## src/hdl/bounded_deque_unit_macros.svh

```systemverilog
// ----------------------------------------------------------------------------
// Assertion macros for the bounded deque unit.
// ----------------------------------------------------------------------------
`ifndef BOUNDED_DEQUE_UNIT_MACROS_SVH
`define BOUNDED_DEQUE_UNIT_MACROS_SVH

// Property checked on every rising clock edge outside reset.
`define BDQ_ASSERT(label, prop, msg) \
    label: assert property (@(posedge clk) disable iff (!rst_n) prop) else $error(msg);

// Property checked on every rising clock edge, reset included.
`define BDQ_ASSERT_ALWAYS(label, prop, msg) \
    label: assert property (@(posedge clk) prop) else $error(msg);

`endif

```

## src/hdl/bdq_pkg.sv

```systemverilog
// ----------------------------------------------------------------------------
// bdq_pkg
// Shared constants, command and status codes and the cell control bundle
// of the bounded deque unit.
// ----------------------------------------------------------------------------
package bdq_pkg;

    // Default sizes.
    localparam int CAPACITY_DEF  = 16;
    localparam int WORD_BITS_DEF = 32;

    // Width of the command and status fields.
    localparam int CMD_W    = 3;
    localparam int STATUS_W = 2;

    // Command codes; code 7 is unused and acts as a no-op.
    typedef enum logic [CMD_W-1:0] {
        CMD_PUSH_HEAD = 3'd0,
        CMD_PUSH_TAIL = 3'd1,
        CMD_POP_HEAD  = 3'd2,
        CMD_POP_TAIL  = 3'd3,
        CMD_PEEK_HEAD = 3'd4,
        CMD_PEEK_TAIL = 3'd5,
        CMD_CLEAR     = 3'd6
    } cmd_t;

    // Result status codes.
    typedef enum logic [STATUS_W-1:0] {
        ST_OK    = 2'd0,
        ST_FULL  = 2'd1,
        ST_EMPTY = 2'd2
    } status_t;

    // Control bundle broadcast to every cell; at most one bit is set.
    typedef struct packed {
        logic clear;
        logic push_head;
        logic push_tail;
        logic pop_head;
        logic pop_tail;
    } cell_ctrl_t;

endpackage

```

## src/hdl/bdq_cell.sv

```systemverilog
// ----------------------------------------------------------------------------
// bdq_cell
// One position of the deque. Cell 0 holds the head entry; entries shift
// toward higher cells on a head push and toward cell 0 on a head pop.
// ----------------------------------------------------------------------------
module bdq_cell #(
    parameter int WORD_BITS = bdq_pkg::WORD_BITS_DEF
) (
    input  logic                   clk,
    input  logic                   rst_n,
    input  bdq_pkg::cell_ctrl_t    ctrl,
    input  logic [WORD_BITS-1:0]   word,
    input  logic                   left_valid,
    input  logic [WORD_BITS-1:0]   left_data,
    input  logic                   right_valid,
    input  logic [WORD_BITS-1:0]   right_data,
    output logic                   valid,
    output logic [WORD_BITS-1:0]   data,
    output logic                   tail
);

    logic                 valid_reg;
    logic                 valid_next;
    logic [WORD_BITS-1:0] data_reg;
    logic [WORD_BITS-1:0] data_next;

    // Next contents of this position for the current command.
    always_comb
    begin
        valid_next = valid_reg;
        data_next  = data_reg;
        priority if (ctrl.clear)
        begin
            valid_next = 1'b0;
        end
        else if (ctrl.push_head)
        begin
            valid_next = left_valid;
            data_next  = left_data;
        end
        else if (ctrl.push_tail)
        begin
            // The first free position takes the new word.
            if (!valid_reg && left_valid)
            begin
                valid_next = 1'b1;
                data_next  = word;
            end
        end
        else if (ctrl.pop_head)
        begin
            valid_next = right_valid;
            data_next  = right_data;
        end
        else if (ctrl.pop_tail)
        begin
            if (valid_reg && !right_valid)
            begin
                valid_next = 1'b0;
            end
        end
    end

    // Occupancy flag of this position.
    always_ff @(posedge clk or negedge rst_n)
    begin
        if (!rst_n)
        begin
            valid_reg <= 1'b0;
        end
        else
        begin
            valid_reg <= valid_next;
        end
    end

    // Stored word.
    always_ff @(posedge clk)
    begin
        data_reg <= data_next;
    end

    assign valid = valid_reg;
    assign data  = data_reg;
    assign tail  = valid_reg & ~right_valid;

endmodule

```

## src/hdl/bounded_deque_unit.sv

```systemverilog
// ----------------------------------------------------------------------------
// bounded_deque_unit
// Bounded double-ended queue built as a row of shifting cells, with a
// registered result for every accepted request.
// ----------------------------------------------------------------------------
//   channel | handshake            | payload
//   --------+----------------------+---------------------------------------
//   in      | in_valid / in_stall  | cmd, data_in
//   out     | out_valid / out_stall| data_out, status, fill_count,
//           |                      | is_empty, is_full
//
// A request is executed in the cycle it is accepted; its result appears in
// the output register in the next cycle, so one request per cycle is taken
// while in_stall is low. The rate is set by the single output register:
// in_stall is high only while a result is held and out_stall is high.
// Reset empties the queue at once; stored words themselves are not cleared.
// ----------------------------------------------------------------------------
`include "bounded_deque_unit_macros.svh"

module bounded_deque_unit #(
    parameter int CAPACITY  = bdq_pkg::CAPACITY_DEF,
    parameter int WORD_BITS = bdq_pkg::WORD_BITS_DEF,
    localparam int CNT_W    = $clog2(CAPACITY + 1)
) (
    input  logic                          clk,
    input  logic                          rst_n,
    input  logic                          in_valid,
    output logic                          in_stall,
    input  logic [bdq_pkg::CMD_W-1:0]     cmd,
    input  logic [WORD_BITS-1:0]          data_in,
    output logic                          out_valid,
    input  logic                          out_stall,
    output logic [WORD_BITS-1:0]          data_out,
    output logic [bdq_pkg::STATUS_W-1:0]  status,
    output logic [CNT_W-1:0]              fill_count,
    output logic                          is_empty,
    output logic                          is_full
);

    logic                 accept;
    logic                 full;
    logic                 empty;
    bdq_pkg::cell_ctrl_t  ctrl;
    bdq_pkg::status_t     status_res;
    logic [WORD_BITS-1:0] data_res;
    logic [WORD_BITS-1:0] tail_word;
    logic [CNT_W-1:0]     count_reg;
    logic [CNT_W-1:0]     count_next;

    logic [CAPACITY-1:0]  cell_valid;
    logic [CAPACITY-1:0]  cell_tail;
    logic [WORD_BITS-1:0] cell_data [CAPACITY];

    logic                     out_valid_reg;
    logic [WORD_BITS-1:0]     data_out_reg;
    bdq_pkg::status_t         status_reg;
    logic [CNT_W-1:0]         fill_count_reg;
    logic                     is_empty_reg;
    logic                     is_full_reg;

    assign accept   = in_valid & ~in_stall;
    assign in_stall = out_valid_reg & out_stall;
    assign full     = (count_reg == CNT_W'(CAPACITY));
    assign empty    = (count_reg == '0);

    // Decode the request into cell controls, status and result word.
    always_comb
    begin
        ctrl       = '0;
        status_res = bdq_pkg::ST_OK;
        data_res   = '0;
        count_next = count_reg;
        unique case (bdq_pkg::cmd_t'(cmd))
            bdq_pkg::CMD_PUSH_HEAD,
            bdq_pkg::CMD_PUSH_TAIL:
            begin
                if (full)
                begin
                    status_res = bdq_pkg::ST_FULL;
                end
                else
                begin
                    ctrl.push_head = (bdq_pkg::cmd_t'(cmd) == bdq_pkg::CMD_PUSH_HEAD);
                    ctrl.push_tail = (bdq_pkg::cmd_t'(cmd) == bdq_pkg::CMD_PUSH_TAIL);
                    count_next     = count_reg + CNT_W'(1);
                end
            end
            bdq_pkg::CMD_POP_HEAD,
            bdq_pkg::CMD_PEEK_HEAD:
            begin
                if (empty)
                begin
                    status_res = bdq_pkg::ST_EMPTY;
                end
                else
                begin
                    data_res = cell_data[0];
                    if (bdq_pkg::cmd_t'(cmd) == bdq_pkg::CMD_POP_HEAD)
                    begin
                        ctrl.pop_head = 1'b1;
                        count_next    = count_reg - CNT_W'(1);
                    end
                end
            end
            bdq_pkg::CMD_POP_TAIL,
            bdq_pkg::CMD_PEEK_TAIL:
            begin
                if (empty)
                begin
                    status_res = bdq_pkg::ST_EMPTY;
                end
                else
                begin
                    data_res = tail_word;
                    if (bdq_pkg::cmd_t'(cmd) == bdq_pkg::CMD_POP_TAIL)
                    begin
                        ctrl.pop_tail = 1'b1;
                        count_next    = count_reg - CNT_W'(1);
                    end
                end
            end
            bdq_pkg::CMD_CLEAR:
            begin
                ctrl.clear = 1'b1;
                count_next = '0;
            end
            default:
            begin
                ctrl = '0;
            end
        endcase
        if (!accept)
        begin
            ctrl       = '0;
            count_next = count_reg;
        end
    end

    // Row of cells; cell 0 sees the incoming word as its left neighbor.
    for (genvar i = 0; i < CAPACITY; i++)
    begin : g_cell
        logic                 lv;
        logic [WORD_BITS-1:0] ld;
        logic                 rv;
        logic [WORD_BITS-1:0] rd;

        if (i == 0)
        begin : g_first
            assign lv = 1'b1;
            assign ld = data_in;
        end
        else
        begin : g_mid_left
            assign lv = cell_valid[i-1];
            assign ld = cell_data[i-1];
        end

        if (i == CAPACITY - 1)
        begin : g_last
            assign rv = 1'b0;
            assign rd = '0;
        end
        else
        begin : g_mid_right
            assign rv = cell_valid[i+1];
            assign rd = cell_data[i+1];
        end

        bdq_cell #(
            .WORD_BITS (WORD_BITS)
        ) u_cell (
            .clk         (clk),
            .rst_n       (rst_n),
            .ctrl        (ctrl),
            .word        (data_in),
            .left_valid  (lv),
            .left_data   (ld),
            .right_valid (rv),
            .right_data  (rd),
            .valid       (cell_valid[i]),
            .data        (cell_data[i]),
            .tail        (cell_tail[i])
        );
    end

    // The single cell flagged as tail drives the tail word.
    always_comb
    begin
        tail_word = '0;
        for (int i = 0; i < CAPACITY; i++)
        begin
            tail_word = tail_word | (cell_data[i] & {WORD_BITS{cell_tail[i]}});
        end
    end

    // Fill count.
    always_ff @(posedge clk or negedge rst_n)
    begin
        if (!rst_n)
        begin
            count_reg <= '0;
        end
        else
        begin
            count_reg <= count_next;
        end
    end

    // Output valid flag.
    always_ff @(posedge clk or negedge rst_n)
    begin
        if (!rst_n)
        begin
            out_valid_reg <= 1'b0;
        end
        else if (accept)
        begin
            out_valid_reg <= 1'b1;
        end
        else if (!out_stall)
        begin
            out_valid_reg <= 1'b0;
        end
    end

    // Output payload register.
    always_ff @(posedge clk)
    begin
        if (accept)
        begin
            data_out_reg   <= data_res;
            status_reg     <= status_res;
            fill_count_reg <= count_next;
            is_empty_reg   <= (count_next == '0);
            is_full_reg    <= (count_next == CNT_W'(CAPACITY));
        end
    end

    assign out_valid  = out_valid_reg;
    assign data_out   = data_out_reg;
    assign status     = status_reg;
    assign fill_count = fill_count_reg;
    assign is_empty   = is_empty_reg;
    assign is_full    = is_full_reg;

    // Checks on the cell row and the count.
    `BDQ_ASSERT_ALWAYS(a_count_bound, !rst_n || count_reg <= CNT_W'(CAPACITY), "fill count above capacity")
    `BDQ_ASSERT(a_valid_matches_count, $countones(cell_valid) == 32'(count_reg), "cell valid bits disagree with fill count")
    `BDQ_ASSERT(a_single_tail, $onehot0(cell_tail), "more than one tail cell")
    `BDQ_ASSERT(a_full_push_holds, accept && full && (cmd == bdq_pkg::CMD_PUSH_HEAD || cmd == bdq_pkg::CMD_PUSH_TAIL) |=> $stable(count_reg) && status_reg == bdq_pkg::ST_FULL, "refused push changed the queue")

endmodule
```

## config.mk

```make
export PLATFORM = sky130hd
export DESIGN_NAME = bounded_deque_unit
export DESIGN_NICKNAME = d
export VERILOG_FILES = /design/src/hdl/bdq_pkg.sv /design/src/hdl/bdq_cell.sv /design/src/hdl/bounded_deque_unit.sv
export VERILOG_INCLUDE_DIRS = /design/src /design/src/hdl
export SDC_FILE = /design/constraint.sdc
export NUM_CORES = 1
export LEC_CHECK = 0
export ABC_AREA = 1
export BUFFER_PORTS_ARGS = -buffer_cell sky130_fd_sc_hd__buf_2
export CAP_MARGIN = 20
export CORE_AREA = 2 2 334 253
export CTS_BUF_LIST = sky130_fd_sc_hd__clkbuf_16
export DETAILED_ROUTE_END_ITERATION = 6
export DIE_AREA = 0 0 336 255
export PLACE_DENSITY_LB_ADDON = 0.25
export REMOVE_ABC_BUFFERS = 1
export SLEW_MARGIN = 20
export SYNTH_ARGS = -nofsm -noshare
export SYNTH_HDL_FRONTEND = slang
export SYNTH_SLANG_ARGS = --single-unit
```

## constraint.sdc

```tcl
create_clock -name clk -period 3.7 [get_ports clk]
set_clock_uncertainty 0.05 [all_clocks]
set_input_delay 0.185 -clock clk [delete_from_list [all_inputs] [get_ports clk]]
set_output_delay 0.185 -clock clk [all_outputs]
set_load 0.01 [all_outputs]
```

==> results.toml <==
[synthesis]
synth_edf_count = 553
synth_ff_type = "edfxtp_1"
synth_compound_area_share_pct = 21.3
synth-adder-area-share_pct = 0.0874
synth.distinct_cells = 29
synth_warnings = 0
avgSynthCellArea_um2 = 10.6
syn_area_mm2 = 0.0286
synth-simple-area-share_pct = 8.07
syn_inst = 2701
synth_top_family_by_area = "compound AO/OA/AOI/OAI gates"
yosysSeqAreaShare_pct = 59.9
synthArstFlopShare_pct = 3.83
ys_ff_latch = 575
muxShareOfSynthArea_pct = 0
yosys.area_share.xor_xnor_pct = 0

[finish]
drive_gt1_share_pct = 10.8
antenna_cells = 0
largest_reg_flops = 512
area.growth.synth_to_final_pct = 14.2
layout.area.seq_mm2 = 0.0172
fill_cells = 8074
multi_input_area_mm2 = 0.00848
final_common_cell = "edfxtp_1"
fin_util_pct = 39.4
finalNetCount = 2796
design_area_mm2 = 0.0327
layout_common_cells = "553 x edfxtp_1, 529 x inv_1, 422 x o221ai_1"

[timing]
relSlewSlack_pct = 19.8
period_needed_ns = 3.09
hold_violations = 0
fmax_ghz = 0.324
report.final.slew_viol_count = 0
worst_pin_slew_ns = 1.20
setup_viol = 0
hold_ws_ns = 0.0456
period_share_pct = 83.5
rsz0062_at_grt = "no"

[critical_path]
cpPeakStageDelay_ns = 0.63
critical_path_class = "reg -> reg"
worstReg2RegStart = "count_reg[0]"
rr_worst_depth = 7
crit_path_end_kind = "register"
path_cells = "inv_1, ha_1, nand3_4, nand3b_4, buf_4, buf_4, o221ai_1"
slowest_stage = "buf_4"
path_common_cell = "buf_4"
worst_ep_required_time_ns = 3.97
cp-start-kind = "register"
startpoint = "count_reg[0]"
crit_fanout = 62
cp.arrival_ns = 3.36

[power_and_ir_drop]
power.clock.fraction_pct = 37.2
p_leak_nw = 12.6
p_comb_share_pct = 17.5
switchingPower_mw = 5.02
powerDensity_mw_per_mm2 = 530
total_power_mw = 17.3
switching_share_pct = 28.9
p_seq_share_pct = 45.4
ir_worst_vdd_v = 0.000327
p_int_mw = 12.3

[floorplan]
rows = 92
start_util_pct = 34.5
io_pins = 82
dieWidth_um = 336
die-height_um = 255
core_mm2 = 0.0830
die-area_mm2 = 0.0857

[cts]
ctsRootBufferMaster = "clkbuf_16"
cts_made_buffers = 60
clockBufferDepth = 3
post_cts_resized = 0
clk_pin_slew_worst_paths_ns = 0.06
post-cts-setup-buffers = 0
clock_latency_ns = 0.65
clock_sinks = 575
cts_tree = "built"
ctsHtreeMaxLevel = 2

[routing]
wl_per_cell_um = 25.1
routed_wl_um = 98700
viasPerCell = 5.92
antenna_left = 0
route.detailed.drc = 0
detail_route.first_pass.iterations = 6
drt_first_iter_violations = 3501
via_count = 23300

[placement]
io_buffers = 81
place_congestion = 0.863
hpwl_um = 58200
post_dp_cell_area_mm2 = 0.0303

[global_route]
grt_pass1_wl_um = 145000
grt_pass1_vias = 21900
overflow = 0
antenna_found_initial = 1
grt_use_total_pct = 22.6
grt_max_degree = 227

[flow_run]
drv_cap = 0

[run_status]
status = "finished, final reports clean"

[worst_hold_path]
hold_path_class = "in -> async"
[what timing repair did]
item	4_1_cts	5_1_grt
setup endpoints to repair	0	0
hold buffers	37	0
hold endpoints to repair	117	0
[through the flow]
step           setup slack [ns]  std cells  setup TNS [ns]
6_report                  0.611       3934               0
4_1_cts                   0.691       3934               0
3_3_place_gp              0.739       3784               0
2_1_floorplan             -8.86       2494        -7755.36
5_1_grt                   0.468       3934               0
3_5_place_dp              0.703       3784               0
[layer usage]
layer,GRT usage [%],wire length [um],vias up,part of all wire [%]
met5,0,0,-,0
met4,7.17,3290,0,3.3
met3,4.01,10100,214,10
met2,33.8,42600,1413,43
met1,33.1,42700,11500,43
li1,-,-,10200,-
[power groups by stage]
| stage | Clock [mW] | Sequential [mW] | Combinational (mW) |
|---|---|---|---|
| floorplan | 0 | 8.01 | 1.63 |
| global placement | 0 | 7.99 | 2.91 |
| detailed placement | 0 | 8.00 | 2.93 |
| CTS | 6.55 | 7.87 | 2.98 |
| global route | 6.79 | 7.90 | 3.25 |
| finish | 6.44 | 7.87 | 3.03 |
[synthesized netlist by cell type (2+ instances only)]
master	n	area share (%)
edfxtp_1	553	58
inv_1	535	7.0
o221ai_1	422	13
nand2_1	328	4.3
o22ai_1	206	4.5
o21ai_0	146	2.6
nor2_1	140	1.8
buf_2	137	2.4
clkbuf_1	57	0.75
o211ai_1	42	1.1
nand4_1	40	0.87
nand3_1	23	0.40
dfrtp_1	22	1.9
buf_6	9	0.35
o21ai_1	7	0.12
inv_2	5	0.066
a21oi_1	4	0.070
nand2_4	4	0.16
nor3_1	4	0.070
nand2_2	3	0.066
buf_1	2	0.026
buf_4	2	0.052
ha_1	2	0.087
nand3b_4	2	0.14
nor2_4	2	0.079
[logic make-up after synthesis]
group / after synthesis
AO/OA/AOI/OAI: 827
adder cells (fa/ha/maj): 2
buffers and inverters: 747
flip-flops: 575
AND/OR/NAND/NOR: 550
[area by class of cell]
type	count	share of cell area [%]
inverter	540	6.20
tap	1128	4.32
timing repair buffer	199	4.77
clock inverter	51	1.53
clock buffer	62	4.75
multi-input combinational	1379	25.9
sequential	575	52.5
[path summary, 6_finish.rpt]
check,slack (ns),endpoint
min,0.05,g_cell[7].u_cell.valid
max reg2reg,0.61,g_cell[2].u_cell.data[27]
min in group clk,0.05,count_reg[3]
max in group asynchronous,3.12,g_cell[15].u_cell.valid
min reg2reg,0.48,g_cell[13].u_cell.valid
max,0.61,g_cell[2].u_cell.data[27]
[critical path, delay by kind of cell (launching register included)]
kind | cells | cell delay [ns]
fa+ha+maj | 1 | 0.32
simple gates | 2 | 0.35
flops | 1 | 0.42
compound gates | 1 | 0.20
buf+inv | 3 | 1.33
(Power assumes the default switching activity.)
